$ cat config.mk
export PLATFORM = sky130hd
export DESIGN_NAME = servo_slew_limiter_duty
export DESIGN_NICKNAME = d
export VERILOG_FILES = /design/src/hdl/ssld_pkg.sv /design/src/hdl/ssld_front.sv /design/src/hdl/ssld_back.sv /design/src/hdl/servo_slew_limiter_duty.sv
export SDC_FILE = /design/constraint.sdc
export NUM_CORES = 1
export LEC_CHECK = 0
export BUFFER_PORTS_ARGS = -buffer_cell sky130_fd_sc_hd__buf_4
export CORE_MARGIN = 2
export CORE_UTILIZATION = 45
export DETAILED_ROUTE_END_ITERATION = 16
export GPL_ROUTABILITY_DRIVEN = 0
export GPL_TIMING_DRIVEN = 0
export PLACE_DENSITY = 0.6
export SETUP_SLACK_MARGIN = 0.05
export SLEW_MARGIN = 20
export SYNTH_ARGS = -nofsm -noshare
export SYNTH_HDL_FRONTEND = slang
export SYNTH_SLANG_ARGS = --single-unit
$ cat constraint.sdc
create_clock -name clk -period 14.3 [get_ports clk]
set_input_delay 0.715 -clock clk [delete_from_list [all_inputs] [get_ports clk]]
set_output_delay 0.715 -clock clk [all_outputs]
set_load 0.05 [all_outputs]
$ cat src/hdl/ssld_pkg.sv
// Shared types and constants for the servo slew limiter with duty output.
package ssld_pkg;

    // Function code carried on the input func field
    localparam logic FUNC_TICK = 1'b0;
    localparam logic FUNC_SET  = 1'b1;

    // Command kinds held in the queue between front and back
    typedef enum logic
    {
        OP_TICK = 1'b0,
        OP_SET  = 1'b1
    } ssld_op_t;

    typedef struct packed
    {
        ssld_op_t           op;
        logic [1:0]         idx;
        logic signed [15:0] angle;
    } ssld_cmd_t;

    localparam logic signed [15:0] ANGLE_START = 16'sd100;
    localparam logic signed [15:0] ANGLE_LIMIT = 16'sd180;
    localparam logic [7:0]         ANGLE_MAX   = 8'd180;

    // floor(a * 65535 / 2000) is taken as (a * DUTY_RECIP) >> DUTY_SHIFT,
    // exact for every clamped angle 0..180
    localparam int          DUTY_SHIFT = 20;
    localparam logic [25:0] DUTY_RECIP =
        26'((64'd65535 * (64'd1 << DUTY_SHIFT) + 64'd1999) / 64'd2000);
    localparam logic [12:0] DUTY_OFFSET = 13'((65535 * 500) / 20000);
    localparam logic [12:0] DUTY_MIN    = DUTY_OFFSET;
    localparam logic [12:0] DUTY_MAX    = 13'((180 * 65535) / 2000 + (65535 * 500) / 20000);

endpackage

$ cat src/hdl/ssld_front.sv
// Front end: accepts transactions, classifies them and queues commands.
module ssld_front #(
    parameter int SERVO_COUNT = 4
)
(
    input  logic                clk,
    input  logic                rst_n,
    input  logic                in_valid,
    output logic                in_stall,
    input  logic                func,
    input  logic [1:0]          servo_index,
    input  logic signed [15:0]  target_angle,
    output ssld_pkg::ssld_cmd_t cmd,
    output logic                cmd_valid,
    input  logic                cmd_pop
);

    localparam int          DEPTH    = 2;
    localparam logic [4:0]  COUNT_W5 = 5'(SERVO_COUNT);

    ssld_pkg::ssld_cmd_t entry_reg [DEPTH];
    logic                wr_ptr_reg;
    logic                rd_ptr_reg;
    logic [1:0]          count_reg;
    logic [1:0]          count_next;
    logic                accept;
    logic                keep;
    logic                push;
    logic                pop;
    ssld_pkg::ssld_cmd_t new_cmd;

    always_comb
    begin
        accept = in_valid && !in_stall;
        // drop set-target transactions aimed past the last servo
        if (func == ssld_pkg::FUNC_SET)
        begin
            keep       = (5'(servo_index) < COUNT_W5);
            new_cmd.op = ssld_pkg::OP_SET;
        end
        else
        begin
            keep       = 1'b1;
            new_cmd.op = ssld_pkg::OP_TICK;
        end
        new_cmd.idx   = servo_index;
        new_cmd.angle = target_angle;
        push          = accept && keep;
        pop           = cmd_pop && cmd_valid;
        count_next    = 2'(count_reg + {1'b0, push} - {1'b0, pop});
    end

    assign in_stall  = (count_reg == 2'(DEPTH));
    assign cmd_valid = (count_reg != 2'd0);
    assign cmd       = entry_reg[rd_ptr_reg];

    always_ff @(posedge clk or negedge rst_n)
    begin
        if (!rst_n)
        begin
            wr_ptr_reg <= 1'b0;
            rd_ptr_reg <= 1'b0;
            count_reg  <= 2'd0;
        end
        else
        begin
            if (push)
            begin
                wr_ptr_reg <= !wr_ptr_reg;
            end
            if (pop)
            begin
                rd_ptr_reg <= !rd_ptr_reg;
            end
            count_reg <= count_next;
        end
    end

    always_ff @(posedge clk)
    begin
        if (push)
        begin
            entry_reg[wr_ptr_reg] <= new_cmd;
        end
    end

    a_count_bound: assert property (@(posedge clk) disable iff (!rst_n)
        count_reg <= 2'(DEPTH))
        else $error("command queue over-filled");

endmodule

$ cat src/hdl/ssld_back.sv
// Back end: servo angle store, one-degree stepping and duty conversion.
module ssld_back #(
    parameter int SERVO_COUNT = 4
)
(
    input  logic                clk,
    input  logic                rst_n,
    input  ssld_pkg::ssld_cmd_t cmd,
    input  logic                cmd_valid,
    output logic                cmd_pop,
    output logic                out_valid,
    input  logic                out_stall,
    output logic [1:0]          servo_num,
    output logic [12:0]         duty_count,
    output logic                last_of_tick
);

    localparam int                IDX_W    = (SERVO_COUNT > 1) ? $clog2(SERVO_COUNT) : 1;
    localparam logic [IDX_W-1:0]  LAST_IDX = IDX_W'(SERVO_COUNT - 1);

    logic signed [15:0] current_reg [SERVO_COUNT];
    logic signed [15:0] target_reg  [SERVO_COUNT];
    logic [IDX_W-1:0]   servo_reg;
    logic [IDX_W-1:0]   servo_next;
    logic               out_valid_reg;
    logic [1:0]         servo_num_reg;
    logic [12:0]        duty_reg;
    logic               last_reg;

    logic               out_free;
    logic               is_tick;
    logic               is_set;
    logic               step_go;
    logic               at_last;
    logic [IDX_W-1:0]   set_idx;
    logic signed [15:0] cur;
    logic signed [15:0] tgt;
    logic signed [15:0] stepped;
    logic [7:0]         angle_clamped;
    logic [33:0]        product;
    logic [12:0]        duty_next;

    always_comb
    begin
        out_free = !out_valid_reg || !out_stall;
        is_tick  = cmd_valid && (cmd.op == ssld_pkg::OP_TICK);
        is_set   = cmd_valid && (cmd.op == ssld_pkg::OP_SET);
        step_go  = is_tick && out_free;
        at_last  = (servo_reg == LAST_IDX);
        cmd_pop  = is_set || (step_go && at_last);
        set_idx  = IDX_W'({{IDX_W{1'b0}}, cmd.idx});

        servo_next = at_last ? '0 : IDX_W'(servo_reg + 1'b1);

        // move one degree toward the target, never past it
        cur = current_reg[servo_reg];
        tgt = target_reg[servo_reg];
        if (cur < tgt)
        begin
            stepped = cur + 16'sd1;
        end
        else if (cur > tgt)
        begin
            stepped = cur - 16'sd1;
        end
        else
        begin
            stepped = cur;
        end

        if (stepped < 16'sd0)
        begin
            angle_clamped = 8'd0;
        end
        else if (stepped > ssld_pkg::ANGLE_LIMIT)
        begin
            angle_clamped = ssld_pkg::ANGLE_MAX;
        end
        else
        begin
            angle_clamped = stepped[7:0];
        end

        product   = 34'(angle_clamped) * 34'(ssld_pkg::DUTY_RECIP);
        duty_next = 13'(product[33:ssld_pkg::DUTY_SHIFT] + 14'(ssld_pkg::DUTY_OFFSET));
    end

    always_ff @(posedge clk or negedge rst_n)
    begin
        if (!rst_n)
        begin
            for (int i = 0; i < SERVO_COUNT; i++)
            begin
                current_reg[i] <= ssld_pkg::ANGLE_START;
                target_reg[i]  <= ssld_pkg::ANGLE_START;
            end
            servo_reg     <= '0;
            out_valid_reg <= 1'b0;
        end
        else
        begin
            if (is_set)
            begin
                target_reg[set_idx] <= cmd.angle;
            end
            if (step_go)
            begin
                current_reg[servo_reg] <= stepped;
                servo_reg              <= servo_next;
                out_valid_reg          <= 1'b1;
            end
            else if (!out_stall)
            begin
                out_valid_reg <= 1'b0;
            end
        end
    end

    always_ff @(posedge clk)
    begin
        if (step_go)
        begin
            servo_num_reg <= 2'({2'b00, servo_reg});
            duty_reg      <= duty_next;
            last_reg      <= at_last;
        end
    end

    assign out_valid    = out_valid_reg;
    assign servo_num    = servo_num_reg;
    assign duty_count   = duty_reg;
    assign last_of_tick = last_reg;

    a_set_between_ticks: assert property (@(posedge clk) disable iff (!rst_n)
        is_set |-> servo_reg == '0)
        else $error("target write reached the back end in the middle of a tick");

    a_last_servo: assert property (@(posedge clk) disable iff (!rst_n)
        out_valid_reg && last_reg |-> servo_num_reg == 2'(SERVO_COUNT - 1))
        else $error("end-of-tick mark on a servo other than the last");

    a_duty_range: assert property (@(posedge clk) disable iff (!rst_n)
        out_valid_reg |-> (duty_reg >= ssld_pkg::DUTY_MIN) && (duty_reg <= ssld_pkg::DUTY_MAX))
        else $error("duty count outside the servo range");

    a_tick_advances: assert property (@(posedge clk) disable iff (!rst_n)
        step_go && !at_last |=> servo_reg == $past(servo_reg) + 1'b1)
        else $error("servo counter failed to advance within a tick");

endmodule

$ cat src/hdl/servo_slew_limiter_duty.sv
// Top level of the multi-servo slew limiter with PWM duty-count results.
// Path: an accepted tick's first result passes the front-end queue, then the back-end output register.
// Throughput: a tick walks the servos one per cycle through the single duty multiplier, while
// the output register is free or being emptied; a set-target transaction only writes a target.
// Reset: every current and target angle returns to 100 degrees, the queue empties and no
// result is pending.
module servo_slew_limiter_duty #(
    parameter int SERVO_COUNT = 4
)
(
    input  logic               clk,
    input  logic               rst_n,
    input  logic               in_valid,
    output logic               in_stall,
    input  logic               func,
    input  logic [1:0]         servo_index,
    input  logic signed [15:0] target_angle,
    output logic               out_valid,
    input  logic               out_stall,
    output logic [1:0]         servo_num,
    output logic [12:0]        duty_count,
    output logic               last_of_tick
);

    // Command path between the two halves: a two-entry queue sits in the front end,
    // so incoming transactions are taken while the back end is busy with a tick.
    ssld_pkg::ssld_cmd_t cmd;
    logic                cmd_valid;
    logic                cmd_pop;

    // Front end: classify each transaction as tick or target write, drop target
    // writes for servos that do not exist, and queue the rest in arrival order.
    ssld_front #(
        .SERVO_COUNT (SERVO_COUNT)
    ) u_front
    (
        .clk          (clk),
        .rst_n        (rst_n),
        .in_valid     (in_valid),
        .in_stall     (in_stall),
        .func         (func),
        .servo_index  (servo_index),
        .target_angle (target_angle),
        .cmd          (cmd),
        .cmd_valid    (cmd_valid),
        .cmd_pop      (cmd_pop)
    );

    // Back end: apply target writes in order, and on a tick walk the servos one
    // per cycle, stepping each angle a degree toward its target, clamping to
    // 0..180 and converting to a duty count held in the output register. The
    // walk only advances when the output register is free or being emptied.
    ssld_back #(
        .SERVO_COUNT (SERVO_COUNT)
    ) u_back
    (
        .clk          (clk),
        .rst_n        (rst_n),
        .cmd          (cmd),
        .cmd_valid    (cmd_valid),
        .cmd_pop      (cmd_pop),
        .out_valid    (out_valid),
        .out_stall    (out_stall),
        .servo_num    (servo_num),
        .duty_count   (duty_count),
        .last_of_tick (last_of_tick)
    );

endmodule
==> results.sh <==
export IMPL_cts_clk_slew_worst_paths_ps=70
export IMPL_drcViolationCount=0
export IMPL_synth_edf_count=54
export IMPL_rr_endpoint="u_back.duty_count[11]"
export IMPL_antenna_found_initial=0
export IMPL_die_height_um=167
export IMPL_wl_per_cell_um=18.0
export IMPL_fp_dieW_um=167
export IMPL_initialDrtViolationCount=557
export IMPL_routed_via_density=5.56
export IMPL_post_cts_resized=0
export IMPL_synth_seq_cells=189
export IMPL_numCtsBuffers=17
export IMPL_areaGrowthSynthToFinish_pct=11.7
export IMPL_initial_core_util=0.457
export IMPL_post_route_period_util=0.889
export IMPL_pre_cts_slack_ps=1530
export IMPL_critPathSlowestCell="nor4_1"
export IMPL_synth_top_cell_by_area="dfrtp_1"
export IMPL_num_nets_final=1345
export IMPL_cts_sinks=189
export IMPL_cts_root_buf="clkbuf_16"
export IMPL_die_area_um2=27800
export IMPL_critPathKind="reg -> reg"
export IMPL_setup_ws_ps=1580
export IMPL_postCtsHoldBufs=0
export IMPL_cap_violations=0
export IMPL_yosysSeqAreaShare=0.422
export IMPL_grt_pass1_wl_um=46000
export IMPL_tns_ps=0
export IMPL_grt_usage=0.209
export IMPL_drtAntennaViolNets=0
export IMPL_first_pass_iters=5
export IMPL_max_freq_mhz=78.6
export IMPL_end_kind="register"
export IMPL_yosysMostFrequentCell="nand2_1"
export IMPL_synth_top_area_frac=0.233
export IMPL_start_kind="register"
export IMPL_period_needed_ps=12720
export IMPL_ff2ff_setup_slack_ps=1580
export IMPL_async_reset_ff_frac=0.714
export IMPL_first_global_vias=8701
export IMPL_fin_worst_skew_ps=19.9
export IMPL_fp_row_count=59
export IMPL_ys_warn_count=0
export IMPL_cts_setup_buffers=0
export IMPL_status="finished, final reports clean"
export IMPL_h_tree_depth=4
export IMPL_grt_setup_unrepaired="false"
export IMPL_syn_area_um2=11900
export IMPL_grt_max_degree=82
export IMPL_dpl_hpwl_um=20400
export IMPL_crit_path_end="u_back.duty_count[11]"
export IMPL_worstPathRequired_ps=14520
export IMPL_ys_types=72
export IMPL_cp_arrival_ps=12940
export IMPL_cts_tree="done"
export IMPL_synth_main_ff_cell="dfrtp_1"
export IMPL_routed_wl_um=27700
export IMPL_final_setup_viol_count=0
export IMPL_synth_nets=1283
export IMPL_pin_count=41
export IMPL_finalMaxSlewViolations=0
export IMPL_cts_max_path_buffers=2
export IMPL_slew_headroom=0.347
export IMPL_crit_fanout=10
export IMPL_clk_latency_ps=450
export IMPL_r2r_cells=34
export IMPL_dpl_instance_area_um2=12700
export IMPL_cp_slowest_stage_delay_ps=760
export IMPL_syn_mean_instance_area_um2=10.6
export IMPL_design_area_um2=13300
export IMPL_synth_area_top_cells="dfrtp_1, edfxtp_1, ha_1, fa_1, mux4_2"
export IMPL_portBuffers=40
export IMPL_crit_start="u_back.servo_reg[1]"
export IMPL_core_um2=26100
export IMPL_fillers=2380
export IMPL_finalHoldViolCount=0
export IMPL_hp_class="in -> async"
export IMPL_r2r_start="u_back.servo_reg[1]"
export IMPL_vias=8539
export IMPL_tightestPinTransition_ps=973
export IMPL_yosys_top_cells_count="nand2_1, dfrtp_1, inv_1"
export IMPL_drive_gt1_frac=0.136
export IMPL_syn_inst=1125
export IMPL_antennaDiodeCount=0
export IMPL_grt_overflow=0
[cell usage in the layout (no fill, tap or decap), drive strengths merged, types with 32 or more instances in the layout]
cell / count
nor2: 76
inv: 118
o21ai: 81
mux4: 32
ha: 99
nand2: 113
a21oi: 82
edfxtp: 54
clkbuf: 57
fa: 36
dfrtp: 111
buf: 52
[per-layer routing]
metal | GRT usage | vias to the layer above | part of all wire
met2 | 0.333 | 217 | 0.46
met5 | 0 | - | 0
met3 | 0.0352 | 32 | 0.050
met4 | 0.0555 | 0 | 0.016
li1 | - | 4119 | -
met1 | 0.299 | 4171 | 0.47
[kinds of logic after synthesis]
logic type / synth area share
muxes: 0.0831
adders and majority gates: 0.165
xor gates and xnor gates: 0.0228
and+or+nand+nor: 0.123
DFF: 0.422
AOI/OAI and AO/OA: 0.131
buffers and inverters: 0.0536
[through the flow]
stage          instances  utilization  hold WS [ps]
2_1_floorplan       1125            -           419
5_1_grt             1535        0.510           210
4_1_cts             1535        0.510           193
6_report            1535        0.510           188
3_5_place_dp        1503        0.487           466
3_3_place_gp        1500        0.485           454
[worst max-delay path, delay by kind of cell, from the launching register on]
| family | cells | cell delay [ps] |
|---|---|---|
| flip-flops | 1 | 400 |
| multiplexers | 1 | 400 |
| adder cells (fa/ha/maj) | 6 | 2730 |
| buffers and inverters | 7 | 2210 |
| AO/OA/AOI/OAI | 14 | 4940 |
| AND/OR/NAND/NOR | 6 | 1800 |
[layout make-up]
type                       count  area (µm²)  area share
inverter                     111         417      0.0313
buffer                        47         223      0.0167
tap                          335         419      0.0315
timing repair buffer          43         362      0.0272
sequential                   189        5030       0.378
clock inverter                13         148      0.0111
clock buffer                  19         447      0.0336
multi-input combinational    778        6250       0.470
[worst min-delay path by stage]
stage	slack, ps	to
finish	190	u_back.current_reg[29]
global route	210	u_back.current_reg[29]
CTS	190	u_back.current_reg[13]
detailed placement	470	u_back.current_reg[27]
global placement	450	u_back.current_reg[13]
floorplan	420	u_back.current_reg[0]
Power is left out: the tool's default activity adds up to more than one toggle a clock period on the data nets, which glitch-free logic cannot reach.
